$ cat src/hw/rtl/tpr_pkg.sv
// touch press/release debouncer: shared types, constants and register codes
// used by every module and interface of the block; depends on nothing
`default_nettype none

package tpr_pkg;

  localparam int COORD_W    = 12;
  localparam int TIMER_W    = 10;
  localparam int ROT_W      = 2;
  localparam int CFG_IDX_W  = 3;
  localparam int CFG_DATA_W = 12;
  localparam int PROD_W     = 2 * COORD_W;

  // calibration window
  localparam logic [COORD_W-1:0] CAL_X_LO = COORD_W'(220);
  localparam logic [COORD_W-1:0] CAL_X_HI = COORD_W'(3900);
  localparam logic [COORD_W-1:0] CAL_Y_LO = COORD_W'(140);
  localparam logic [COORD_W-1:0] CAL_Y_HI = COORD_W'(3750);
  localparam logic [COORD_W-1:0] SPAN_X   = CAL_X_HI - CAL_X_LO;
  localparam logic [COORD_W-1:0] SPAN_Y   = CAL_Y_HI - CAL_Y_LO;

  // floor reciprocals, quotient estimate is low by at most one
  localparam int RECIP_SHIFT = PROD_W;
  localparam int RECIP_W     = 13;
  localparam logic [RECIP_W-1:0] RECIP_X = RECIP_W'((64'd1 << RECIP_SHIFT) / 64'(SPAN_X));
  localparam logic [RECIP_W-1:0] RECIP_Y = RECIP_W'((64'd1 << RECIP_SHIFT) / 64'(SPAN_Y));

  // register reset values
  localparam logic [ROT_W-1:0]   RST_ROTATION = '0;
  localparam logic [COORD_W-1:0] RST_WIDTH    = COORD_W'(240);
  localparam logic [COORD_W-1:0] RST_HEIGHT   = COORD_W'(320);
  localparam logic [TIMER_W-1:0] RST_PRESS    = TIMER_W'(50);
  localparam logic [TIMER_W-1:0] RST_RELEASE  = TIMER_W'(50);
  localparam logic [TIMER_W-1:0] RST_HOLD     = TIMER_W'(10);

  localparam logic EV_PRESS   = 1'b0;
  localparam logic EV_RELEASE = 1'b1;

  localparam logic [ROT_W-1:0] ROT_0 = 2'd0;
  localparam logic [ROT_W-1:0] ROT_1 = 2'd1;
  localparam logic [ROT_W-1:0] ROT_2 = 2'd2;
  localparam logic [ROT_W-1:0] ROT_3 = 2'd3;

  typedef enum logic [CFG_IDX_W-1:0] {
    CFG_ROTATION = 3'd0,
    CFG_WIDTH    = 3'd1,
    CFG_HEIGHT   = 3'd2,
    CFG_PRESS    = 3'd3,
    CFG_RELEASE  = 3'd4,
    CFG_HOLD     = 3'd5
  } cfg_idx_t;

  typedef enum logic [1:0] {
    PH_IDLE    = 2'd0,
    PH_PRESS   = 2'd1,
    PH_HELD    = 2'd2,
    PH_RELEASE = 2'd3
  } phase_t;

  typedef struct packed {
    logic [ROT_W-1:0]   rotation;
    logic [COORD_W-1:0] width;
    logic [COORD_W-1:0] height;
    logic [TIMER_W-1:0] press_ticks;
    logic [TIMER_W-1:0] release_ticks;
    logic [TIMER_W-1:0] hold_ticks;
  } cfg_t;

  // one scaling lane: offset into the window, target size, which span
  typedef struct packed {
    logic [COORD_W-1:0] off;
    logic [COORD_W-1:0] size;
    logic               span_y;
  } lane_t;

  typedef struct packed {
    logic ld2;
    logic ld3;
  } stage_en_t;

endpackage

`default_nettype wire

$ cat src/hw/rtl/tpr_in_if.sv
// poll request channel: valid/ready handshake with one controller poll
// depends on tpr_pkg
`default_nettype none

interface tpr_in_if;
  logic                        valid;
  logic                        ready;
  logic                        pen_down;
  logic                        sample_valid;
  logic [tpr_pkg::COORD_W-1:0] raw_x;
  logic [tpr_pkg::COORD_W-1:0] raw_y;

  modport source (output valid, pen_down, sample_valid, raw_x, raw_y, input ready);
  modport sink   (input valid, pen_down, sample_valid, raw_x, raw_y, output ready);
endinterface

`default_nettype wire

$ cat src/hw/rtl/tpr_out_if.sv
// touch event channel: valid/ready handshake with one press or release event
// depends on tpr_pkg
`default_nettype none

interface tpr_out_if;
  logic                        valid;
  logic                        ready;
  logic                        event_kind;
  logic [tpr_pkg::COORD_W-1:0] event_x;
  logic [tpr_pkg::COORD_W-1:0] event_y;

  modport source (output valid, event_kind, event_x, event_y, input ready);
  modport sink   (input valid, event_kind, event_x, event_y, output ready);
endinterface

`default_nettype wire

$ cat src/hw/rtl/tpr_cfg.sv
// configuration register file written through a plain write port
// depends on tpr_pkg
`default_nettype none

module tpr_cfg (
  input  wire logic                           clk,
  input  wire logic                           rst,
  input  wire logic                           wen,
  input  wire logic [tpr_pkg::CFG_IDX_W-1:0]  idx,
  input  wire logic [tpr_pkg::CFG_DATA_W-1:0] data,
  output tpr_pkg::cfg_t                       cfg
);

  always_ff @(posedge clk) begin
    if (rst) begin
      cfg.rotation      <= tpr_pkg::RST_ROTATION;
      cfg.width         <= tpr_pkg::RST_WIDTH;
      cfg.height        <= tpr_pkg::RST_HEIGHT;
      cfg.press_ticks   <= tpr_pkg::RST_PRESS;
      cfg.release_ticks <= tpr_pkg::RST_RELEASE;
      cfg.hold_ticks    <= tpr_pkg::RST_HOLD;
    end else if (wen) begin
      unique case (tpr_pkg::cfg_idx_t'(idx))
        tpr_pkg::CFG_ROTATION: cfg.rotation      <= data[tpr_pkg::ROT_W-1:0];
        tpr_pkg::CFG_WIDTH:    cfg.width         <= data[tpr_pkg::COORD_W-1:0];
        tpr_pkg::CFG_HEIGHT:   cfg.height        <= data[tpr_pkg::COORD_W-1:0];
        tpr_pkg::CFG_PRESS:    cfg.press_ticks   <= data[tpr_pkg::TIMER_W-1:0];
        tpr_pkg::CFG_RELEASE:  cfg.release_ticks <= data[tpr_pkg::TIMER_W-1:0];
        tpr_pkg::CFG_HOLD:     cfg.hold_ticks    <= data[tpr_pkg::TIMER_W-1:0];
        default: ;
      endcase
    end
  end

endmodule

`default_nettype wire

$ cat src/hw/rtl/tpr_ctl.sv
// debounce phase machine, window clamp and rotation lane setup;
// registers the kind and lane operands of each event; depends on tpr_pkg
`default_nettype none

module tpr_ctl (
  input  wire logic                        clk,
  input  wire logic                        rst,
  input  wire tpr_pkg::cfg_t               cfg,
  input  wire logic                        accept,
  input  wire logic                        pen_down,
  input  wire logic                        sample_valid,
  input  wire logic [tpr_pkg::COORD_W-1:0] raw_x,
  input  wire logic [tpr_pkg::COORD_W-1:0] raw_y,
  output logic                             fire,
  output logic                             kind,
  output tpr_pkg::lane_t                   lane_x,
  output tpr_pkg::lane_t                   lane_y
);

  tpr_pkg::phase_t              phase;
  tpr_pkg::phase_t              phase_next;
  logic [tpr_pkg::TIMER_W-1:0]  wait_counter;
  logic [tpr_pkg::TIMER_W-1:0]  wait_counter_next;
  logic [tpr_pkg::TIMER_W-1:0]  cnt_dec;
  logic                         kind_next;
  logic [tpr_pkg::COORD_W-1:0]  cx;
  logic [tpr_pkg::COORD_W-1:0]  cy;
  logic [tpr_pkg::COORD_W-1:0]  x_lo_off;
  logic [tpr_pkg::COORD_W-1:0]  x_hi_off;
  logic [tpr_pkg::COORD_W-1:0]  y_lo_off;
  logic [tpr_pkg::COORD_W-1:0]  y_hi_off;
  tpr_pkg::lane_t               lane_x_next;
  tpr_pkg::lane_t               lane_y_next;

  assign cnt_dec = (wait_counter != '0) ? wait_counter - 1'b1 : '0;

  // next state
  always_comb begin
    phase_next        = phase;
    wait_counter_next = wait_counter;
    if (phase == tpr_pkg::PH_IDLE) begin
      if (pen_down) begin
        phase_next        = tpr_pkg::PH_PRESS;
        wait_counter_next = cfg.press_ticks;
      end
    end else begin
      wait_counter_next = cnt_dec;
      if (cnt_dec == '0) begin
        unique case (phase)
          tpr_pkg::PH_PRESS: begin
            if (!pen_down) phase_next = tpr_pkg::PH_IDLE;
            else if (sample_valid) phase_next = tpr_pkg::PH_HELD;
          end
          tpr_pkg::PH_HELD: begin
            if (pen_down) begin
              wait_counter_next = cfg.hold_ticks;
            end else begin
              wait_counter_next = cfg.release_ticks;
              phase_next        = tpr_pkg::PH_RELEASE;
            end
          end
          tpr_pkg::PH_RELEASE: begin
            phase_next = pen_down ? tpr_pkg::PH_HELD : tpr_pkg::PH_IDLE;
          end
          default: ;
        endcase
      end
    end
  end

  // event decision
  always_comb begin
    fire      = 1'b0;
    kind_next = tpr_pkg::EV_PRESS;
    if (phase != tpr_pkg::PH_IDLE && cnt_dec == '0) begin
      unique case (phase)
        tpr_pkg::PH_PRESS: begin
          fire = pen_down && sample_valid;
        end
        tpr_pkg::PH_RELEASE: begin
          fire      = !pen_down;
          kind_next = tpr_pkg::EV_RELEASE;
        end
        default: ;
      endcase
    end
  end

  // clamp and rotation mapping
  always_comb begin
    if (raw_x < tpr_pkg::CAL_X_LO)      cx = tpr_pkg::CAL_X_LO;
    else if (raw_x > tpr_pkg::CAL_X_HI) cx = tpr_pkg::CAL_X_HI;
    else                                cx = raw_x;
    if (raw_y < tpr_pkg::CAL_Y_LO)      cy = tpr_pkg::CAL_Y_LO;
    else if (raw_y > tpr_pkg::CAL_Y_HI) cy = tpr_pkg::CAL_Y_HI;
    else                                cy = raw_y;
    x_lo_off = cx - tpr_pkg::CAL_X_LO;
    x_hi_off = tpr_pkg::CAL_X_HI - cx;
    y_lo_off = cy - tpr_pkg::CAL_Y_LO;
    y_hi_off = tpr_pkg::CAL_Y_HI - cy;
    lane_x_next.size = cfg.width;
    lane_y_next.size = cfg.height;
    case (cfg.rotation)
      tpr_pkg::ROT_0: begin
        lane_x_next.off = x_lo_off; lane_x_next.span_y = 1'b0;
        lane_y_next.off = y_lo_off; lane_y_next.span_y = 1'b1;
      end
      tpr_pkg::ROT_1: begin
        lane_x_next.off = y_lo_off; lane_x_next.span_y = 1'b1;
        lane_y_next.off = x_hi_off; lane_y_next.span_y = 1'b0;
      end
      tpr_pkg::ROT_2: begin
        lane_x_next.off = x_hi_off; lane_x_next.span_y = 1'b0;
        lane_y_next.off = y_hi_off; lane_y_next.span_y = 1'b1;
      end
      default: begin
        lane_x_next.off = y_hi_off; lane_x_next.span_y = 1'b1;
        lane_y_next.off = x_lo_off; lane_y_next.span_y = 1'b0;
      end
    endcase
  end

  always_ff @(posedge clk) begin
    if (rst) begin
      phase        <= tpr_pkg::PH_IDLE;
      wait_counter <= '0;
    end else if (accept) begin
      phase        <= phase_next;
      wait_counter <= wait_counter_next;
    end
  end

  always_ff @(posedge clk) begin
    if (accept && fire) begin
      kind   <= kind_next;
      lane_x <= lane_x_next;
      lane_y <= lane_y_next;
    end
  end

endmodule

`default_nettype wire

$ cat src/hw/rtl/tpr_scale.sv
// one scaling lane: offset times size, then exact division by the window
// span through a reciprocal multiply and one correction; depends on tpr_pkg
`default_nettype none

module tpr_scale (
  input  wire logic                         clk,
  input  wire tpr_pkg::lane_t               lane,
  input  wire tpr_pkg::stage_en_t           en,
  output logic [tpr_pkg::COORD_W-1:0]       q
);

  localparam int T_W = tpr_pkg::PROD_W + tpr_pkg::RECIP_W;

  logic [tpr_pkg::PROD_W-1:0]  p2;
  logic                        span_y2;
  logic [tpr_pkg::PROD_W-1:0]  p3;
  logic                        span_y3;
  logic [tpr_pkg::COORD_W-1:0] q0;
  logic [tpr_pkg::RECIP_W-1:0] recip;
  logic [T_W-1:0]              t;
  logic [tpr_pkg::COORD_W-1:0] span;
  logic [tpr_pkg::PROD_W-1:0]  qd;
  logic [tpr_pkg::PROD_W-1:0]  rem;

  assign recip = span_y2 ? tpr_pkg::RECIP_Y : tpr_pkg::RECIP_X;
  assign t     = T_W'(p2) * T_W'(recip);

  always_ff @(posedge clk) begin
    if (en.ld2) begin
      p2      <= tpr_pkg::PROD_W'(lane.off) * tpr_pkg::PROD_W'(lane.size);
      span_y2 <= lane.span_y;
    end
    if (en.ld3) begin
      p3      <= p2;
      span_y3 <= span_y2;
      q0      <= t[tpr_pkg::RECIP_SHIFT +: tpr_pkg::COORD_W];
    end
  end

  // estimate is low by at most one
  assign span = span_y3 ? tpr_pkg::SPAN_Y : tpr_pkg::SPAN_X;
  assign qd   = tpr_pkg::PROD_W'(q0) * tpr_pkg::PROD_W'(span);
  assign rem  = p3 - qd;
  assign q    = (rem >= tpr_pkg::PROD_W'(span)) ? q0 + 1'b1 : q0;

endmodule

`default_nettype wire

$ cat src/hw/rtl/touch_press_release_debouncer.sv
// touch press/release debouncer, top level: config registers, phase machine,
// two scaling lanes and the event output register
// depends on tpr_pkg, tpr_in_if, tpr_out_if, tpr_cfg, tpr_ctl, tpr_scale
//
// usage
//   poll: one request per controller tick (pen_down, sample_valid, raw_x/y).
//   touch: zero or one event per request, press (kind 0) or release (kind 1)
//   with screen coordinates; a release repeats the stored press point.
//   cfg: write enable, register index and data, taken at any enabled edge.
// timing
//   a request is taken every cycle while the pipeline has room; the phase
//   machine acts at the accept edge, and its event passes the operand,
//   product and estimate registers into the output register, which takes
//   the corrected quotient. requests that cause no event never enter the
//   pipeline. throughput is one request per cycle while there is room.
// reset
//   rst clears the phase machine, the pipeline valids and the stored press
//   point, and loads the register defaults (240 x 320, rotation 0).
// stall
//   when touch is not ready the event waits in the output register; stages
//   behind it keep filling, and poll.ready drops only once all are full.
`default_nettype none

module touch_press_release_debouncer (
  input  wire logic                           clk,
  input  wire logic                           rst,
  input  wire logic                           cfg_wen,
  input  wire logic [tpr_pkg::CFG_IDX_W-1:0]  cfg_idx,
  input  wire logic [tpr_pkg::CFG_DATA_W-1:0] cfg_data,
  tpr_in_if.sink                              poll,
  tpr_out_if.source                           touch
);

  tpr_pkg::cfg_t               cfg;
  tpr_pkg::lane_t              lane_x;
  tpr_pkg::lane_t              lane_y;
  tpr_pkg::stage_en_t          en;
  logic                        fire;
  logic                        kind1;
  logic                        kind2;
  logic                        kind3;
  logic                        vld1;
  logic                        vld2;
  logic                        vld3;
  logic                        out_vld;
  logic                        out_free;
  logic                        rdy1;
  logic                        rdy2;
  logic                        rdy3;
  logic                        accept;
  logic                        ld1;
  logic                        ld_out;
  logic [tpr_pkg::COORD_W-1:0] qx;
  logic [tpr_pkg::COORD_W-1:0] qy;
  logic [tpr_pkg::COORD_W-1:0] held_x;
  logic [tpr_pkg::COORD_W-1:0] held_y;
  logic                        out_kind;
  logic [tpr_pkg::COORD_W-1:0] out_x;
  logic [tpr_pkg::COORD_W-1:0] out_y;

  tpr_cfg u_cfg (
    .clk  (clk),
    .rst  (rst),
    .wen  (cfg_wen),
    .idx  (cfg_idx),
    .data (cfg_data),
    .cfg  (cfg)
  );

  tpr_ctl u_ctl (
    .clk          (clk),
    .rst          (rst),
    .cfg          (cfg),
    .accept       (accept),
    .pen_down     (poll.pen_down),
    .sample_valid (poll.sample_valid),
    .raw_x        (poll.raw_x),
    .raw_y        (poll.raw_y),
    .fire         (fire),
    .kind         (kind1),
    .lane_x       (lane_x),
    .lane_y       (lane_y)
  );

  tpr_scale u_scale_x (
    .clk  (clk),
    .lane (lane_x),
    .en   (en),
    .q    (qx)
  );

  tpr_scale u_scale_y (
    .clk  (clk),
    .lane (lane_y),
    .en   (en),
    .q    (qy)
  );

  // pipeline handshake
  assign out_free   = !out_vld || touch.ready;
  assign ld_out     = vld3 && out_free;
  assign rdy3       = !vld3 || out_free;
  assign en.ld3     = vld2 && rdy3;
  assign rdy2       = !vld2 || rdy3;
  assign en.ld2     = vld1 && rdy2;
  assign rdy1       = !vld1 || rdy2;
  assign accept     = poll.valid && rdy1;
  assign ld1        = accept && fire;
  assign poll.ready = rdy1;

  always_ff @(posedge clk) begin
    if (rst) begin
      vld1    <= 1'b0;
      vld2    <= 1'b0;
      vld3    <= 1'b0;
      out_vld <= 1'b0;
      held_x  <= '0;
      held_y  <= '0;
    end else begin
      vld1    <= ld1 || (vld1 && !en.ld2);
      vld2    <= en.ld2 || (vld2 && !en.ld3);
      vld3    <= en.ld3 || (vld3 && !ld_out);
      out_vld <= ld_out || (out_vld && !touch.ready);
      if (ld_out && kind3 == tpr_pkg::EV_PRESS) begin
        held_x <= qx;
        held_y <= qy;
      end
    end
  end

  always_ff @(posedge clk) begin
    if (en.ld2) kind2 <= kind1;
    if (en.ld3) kind3 <= kind2;
    if (ld_out) begin
      out_kind <= kind3;
      out_x    <= (kind3 == tpr_pkg::EV_RELEASE) ? held_x : qx;
      out_y    <= (kind3 == tpr_pkg::EV_RELEASE) ? held_y : qy;
    end
  end

  assign touch.valid      = out_vld;
  assign touch.event_kind = out_kind;
  assign touch.event_x    = out_x;
  assign touch.event_y    = out_y;

endmodule

`default_nettype wire

$ cat src/flat_wrapper.sv
// flat-port wrapper written by rule: the top's interface ports become plain ports
module touch_press_release_debouncer_flat 
  (clk, rst, cfg_wen, cfg_idx, cfg_data, poll_valid, poll_pen_down, poll_sample_valid, poll_raw_x, poll_raw_y, poll_ready, touch_valid, touch_event_kind, touch_event_x, touch_event_y, touch_ready);
  tpr_in_if poll_i ();
  tpr_out_if touch_i ();
  input  wire logic clk;
  input  wire logic rst;
  input  wire logic cfg_wen;
  input  wire logic [tpr_pkg::CFG_IDX_W-1:0] cfg_idx;
  input  wire logic [tpr_pkg::CFG_DATA_W-1:0] cfg_data;
  input wire logic [$bits(poll_i.valid)-1:0] poll_valid;
  input wire logic [$bits(poll_i.pen_down)-1:0] poll_pen_down;
  input wire logic [$bits(poll_i.sample_valid)-1:0] poll_sample_valid;
  input wire logic [$bits(poll_i.raw_x)-1:0] poll_raw_x;
  input wire logic [$bits(poll_i.raw_y)-1:0] poll_raw_y;
  output wire logic [$bits(poll_i.ready)-1:0] poll_ready;
  output wire logic [$bits(touch_i.valid)-1:0] touch_valid;
  output wire logic [$bits(touch_i.event_kind)-1:0] touch_event_kind;
  output wire logic [$bits(touch_i.event_x)-1:0] touch_event_x;
  output wire logic [$bits(touch_i.event_y)-1:0] touch_event_y;
  input wire logic [$bits(touch_i.ready)-1:0] touch_ready;
  assign poll_i.valid = poll_valid;
  assign poll_i.pen_down = poll_pen_down;
  assign poll_i.sample_valid = poll_sample_valid;
  assign poll_i.raw_x = poll_raw_x;
  assign poll_i.raw_y = poll_raw_y;
  assign poll_ready = poll_i.ready;
  assign touch_valid = touch_i.valid;
  assign touch_event_kind = touch_i.event_kind;
  assign touch_event_x = touch_i.event_x;
  assign touch_event_y = touch_i.event_y;
  assign touch_i.ready = touch_ready;
  touch_press_release_debouncer u_core (.clk(clk), .rst(rst), .cfg_wen(cfg_wen), .cfg_idx(cfg_idx), .cfg_data(cfg_data), .poll(poll_i), .touch(touch_i));
endmodule
$ cat config.mk
export PLATFORM = sky130hd
export DESIGN_NAME = touch_press_release_debouncer_flat
export DESIGN_NICKNAME = d
export VERILOG_FILES = /design/src/hw/rtl/tpr_pkg.sv /design/src/hw/rtl/tpr_in_if.sv /design/src/hw/rtl/tpr_out_if.sv /design/src/hw/rtl/tpr_cfg.sv /design/src/hw/rtl/tpr_ctl.sv /design/src/hw/rtl/tpr_scale.sv /design/src/hw/rtl/touch_press_release_debouncer.sv /design/src/flat_wrapper.sv
export SDC_FILE = /design/constraint.sdc
export NUM_CORES = 2
export LEC_CHECK = 0
export ABC_AREA = 1
export BUFFER_PORTS_ARGS = -buffer_cell sky130_fd_sc_hd__buf_4
export CORE_ASPECT_RATIO = 0.5
export CORE_UTILIZATION = 45
export DETAILED_ROUTE_END_ITERATION = 10
export GPL_TIMING_DRIVEN = 0
export PLACE_DENSITY_LB_ADDON = 0.08
export SYNTH_ARGS = -nofsm -noshare
export SYNTH_HDL_FRONTEND = slang
export SYNTH_SLANG_ARGS = --single-unit
$ cat constraint.sdc
create_clock -name clk -period 4.95 [get_ports clk]
set_clock_uncertainty 0.05 [all_clocks]
set_input_delay 0.7425 -clock clk [delete_from_list [all_inputs] [get_ports clk]]
set_output_delay 0.7425 -clock clk [all_outputs]
set_load 0.05 [all_outputs]
==> flow_summary.json <==
{
  "crit_required_ns": 5.21,
  "firstDrtPassIters": 6,
  "io_buffers": 71,
  "top_layer": "met5",
  "met3_length_um": 7260,
  "drc": 0,
  "outcome": "finished, violations left",
  "clk_latency_ns": 0.58,
  "arrival_ns": 5.74,
  "fin_crit_sh_pct": 111,
  "cts_inserted_buffers": 34,
  "max_freq_mhz": 183,
  "avgRoutedWirePerCell_um": 17.7,
  "place_congestion": 0.913,
  "p_per_area_nw_per_um2": 127,
  "multi_input_area_sq_um": 35900,
  "fp-row-count": 81,
  "grt_pass1_wl_um": 204000,
  "grt_overflow": 0,
  "ant_nets": 0,
  "grt.total_usage_pct": 25.5,
  "worst_slew_pin_slew_ns": 1.16,
  "min_path_type": "register to register",
  "synth_ff_type": "edfxtp_1",
  "die_x_um": 449,
  "slowest_stage": "fa_2",
  "antenna_cells": 0,
  "stdcell_count": 7316,
  "grt_max_degree": 73,
  "critPathCapture": "u_core.touch.event_x[6]",
  "layout-drive-gt1-share_pct": 24.1,
  "endpoint_kind": "register",
  "cpMostUsedCell": "nand2_1",
  "finalHoldViolCount": 0,
  "antenna_found_initial": 1,
  "failed_checks": "negative setup slack",
  "start_util_pct": 45.7,
  "core_area_sq_um": 98400,
  "cts_tree": "built",
  "dieArea_sq_um": 101000,
  "viasPerCell": 5.03,
  "syn_inst": 5402,
  "dp_cells": 6853,
  "vias": 36800,
  "rsz0062_at_grt": "true",
  "ios": 73,
  "wl_um": 130000,
  "setup_violations": 79,
  "layout_min_cycle_time_ns": 5.48,
  "nets": 7236,
  "total_leakage_power_nw": 28.3,
  "r2r_start": "u_core.u_scale_x.q0[3]",
  "reg2reg_depth": 29,
  "async_reset_ff_share_pct": 0,
  "slew_headroom_pct": 22.4,
  "cts-root-buf": "clkbuf_16",
  "synth-seq-area-share_pct": 17.8,
  "synth_edf_count": 202,
  "timing.final.ws_setup_ns": -0.528,
  "layout_common_cells": "inv_1 (1159), nand2_1 (956), fa_1 (581), ha_1 (502), buf_4 (409)",
  "ctsHoldBuffers": 0,
  "ys_ff_latch": 298,
  "first_global_vias": 37800,
  "peakVddDrop_mv": 0.191,
  "reg2reg_slack_ns": -0.53,
  "clk_pin_slew_ns": 0.06,
  "cts-htree-levels": 2,
  "seqCellArea_sq_um": 7990,
  "critical_path.max_fanout": 6,
  "clock-sinks": 298,
  "slowest_delay_ns": 0.55,
  "avgSynthCellArea_sq_um": 8.33,
  "slew_violations": 0,
  "place_hpwl_um": 100000,
  "synth.distinct_cells": 58,
  "hold_ws_ns": 0.371,
  "critical_path_class": "register to register",
  "synth_area_sq_um": 45000,
  "regToRegEndpoint": "u_core.touch.event_x[6]",
  "area_growth_pct": 26.3,
  "drv_cap": 0,
  "start_kind": "register",
  "wl_met1_um": 59800,
  "wl_met2_um": 59200,
  "die_h_um": 226,
  "clock_path_buffers": 3,
  "yosys_warnings": 0,
  "critPathLaunch": "u_core.u_scale_x.q0[3]",
  "layout_commonest_cell": "inv_1",
  "fill_cells": 8719,
  "drtIter0Drc": 2424
}
==> power by group <==
part	internal, mW	total [mW]	switching (mW)
Sequential	2.68	2.70	0.0156
Clock	1.51	2.66	1.14
Combinational	0.760	1.87	1.11
Total	4.96	7.23	2.27
==> sequential cells by signal, indices dropped and copies added (netlist names), 10 cells and up, named ones only <==
name and flops:
u_core.u_ctl.lane_x 25, u_core.u_scale_y.p2 24, u_core.u_scale_x.p2 24, u_core.u_scale_x.p3 24
u_core.held_y 12, u_core.u_scale_y.p3 24, u_core.touch.event_y 12, u_core.u_scale_y.q0 12
u_core.u_ctl.wait_counter 10, u_core.held_x 12, u_core.u_scale_x.q0 12, u_core.u_cfg.cfg 56
u_core.u_ctl.lane_y 25, u_core.touch.event_x 12
==> cells in the mapped netlist (41+ instances only) <==
library cell	n	share of area (%)
nor2_1	294	2.5
dfxtp_1	96	4.3
nand3_1	177	2.0
xor2_1	77	1.5
ha_1	598	17
o21ai_0	231	2.6
inv_1	1242	10
a21oi_1	205	2.3
nand2_1	1148	9.6
nand4_1	41	0.57
fa_1	630	28
edfxtp_1	202	13
clkbuf_1	150	1.3
==> routing by layer <==
layer  GRT usage, %  up-vias
li1               -    17700
met1           35.5    18000
met2           41.6      910
met3           3.96      209
met4           6.32        2
met5              0        -
==> cell type report <==
| cell class | instances | share of cell area, % |
|---|---|---|
| Multi-Input combinational cell | 3736 | 63.2 |
| Sequential cell | 298 | 14.1 |
| Inverter | 1252 | 8.35 |
| Timing Repair Buffer | 489 | 7.30 |
| Tap cell | 1328 | 2.92 |
| Buffer | 151 | 2.14 |
| Clock buffer | 45 | 1.72 |
| Clock inverter | 17 | 0.322 |
==> cell families after synthesis <==
kind of cell / count (synthesis) / synth area share [%]
DFF: 298 / 17.8
adders and majority gates: 1228 / 44.7
AOI/OAI and AO/OA: 566 / 6.97
and+or+nand+nor: 1777 / 16.4
buffers and inverters: 1414 / 11.9
xor gates and xnor gates: 113 / 2.20
other: 2 / 0.0167
muxes: 4 / 0.0890
==> critical path, delay by kind of cell, from the launching register on <==
kind	cells	cell delay, ns
AOI/OAI and AO/OA	1	0.06
adders and majority gates	6	2.79
buffers and inverters	7	0.77
and+or+nand+nor	15	1.20
DFF	1	0.34
==> timing repair <==
| item | CTS | global route |
|---|---|---|
| pin swaps | 238 | 335 |
| setup buffers | 279 | 137 |
| cloned | 5 | 1 |
| resized for setup | 657 | 521 |
| endpoints found under the setup margin | 98 | 94 |
==> worst min-delay path by stage <==
stage                     depth (start not counted)              startpoint  slack, ns                       end
after floorplan                                   0       u_core.u_ctl.kind       0.35              u_core.kind2
after global placement                            0  u_core.u_ctl.lane_x[0]       0.35  u_core.u_scale_x.span_y2
after detailed placement                          0            u_core.kind2       0.35              u_core.kind3
after CTS                                         0  u_core.u_ctl.lane_x[0]       0.37  u_core.u_scale_x.span_y2
after global routing                              0  u_core.u_ctl.lane_x[0]       0.38  u_core.u_scale_x.span_y2
final                                             0  u_core.u_ctl.lane_x[0]       0.37  u_core.u_scale_x.span_y2
==> metrics by stage <==
step                cell area, sq um  setup slack (ns)  setup TNS [ns]  utilization (%)  power [mW]
finish                         56800            -0.528          -24.09             57.7        7.23
global route                   56800            -0.764          -41.22             57.7        7.57
CTS                            54100            -0.461          -19.61             55.0        7.11
detailed placement             47900             -1.14          -70.68             48.7        4.11
global placement               47800             -1.12          -68.05             48.6        4.09
floorplan                      45600           -0.0314          -0.250                -        3.73
Power figures use the tool's default switching activity.
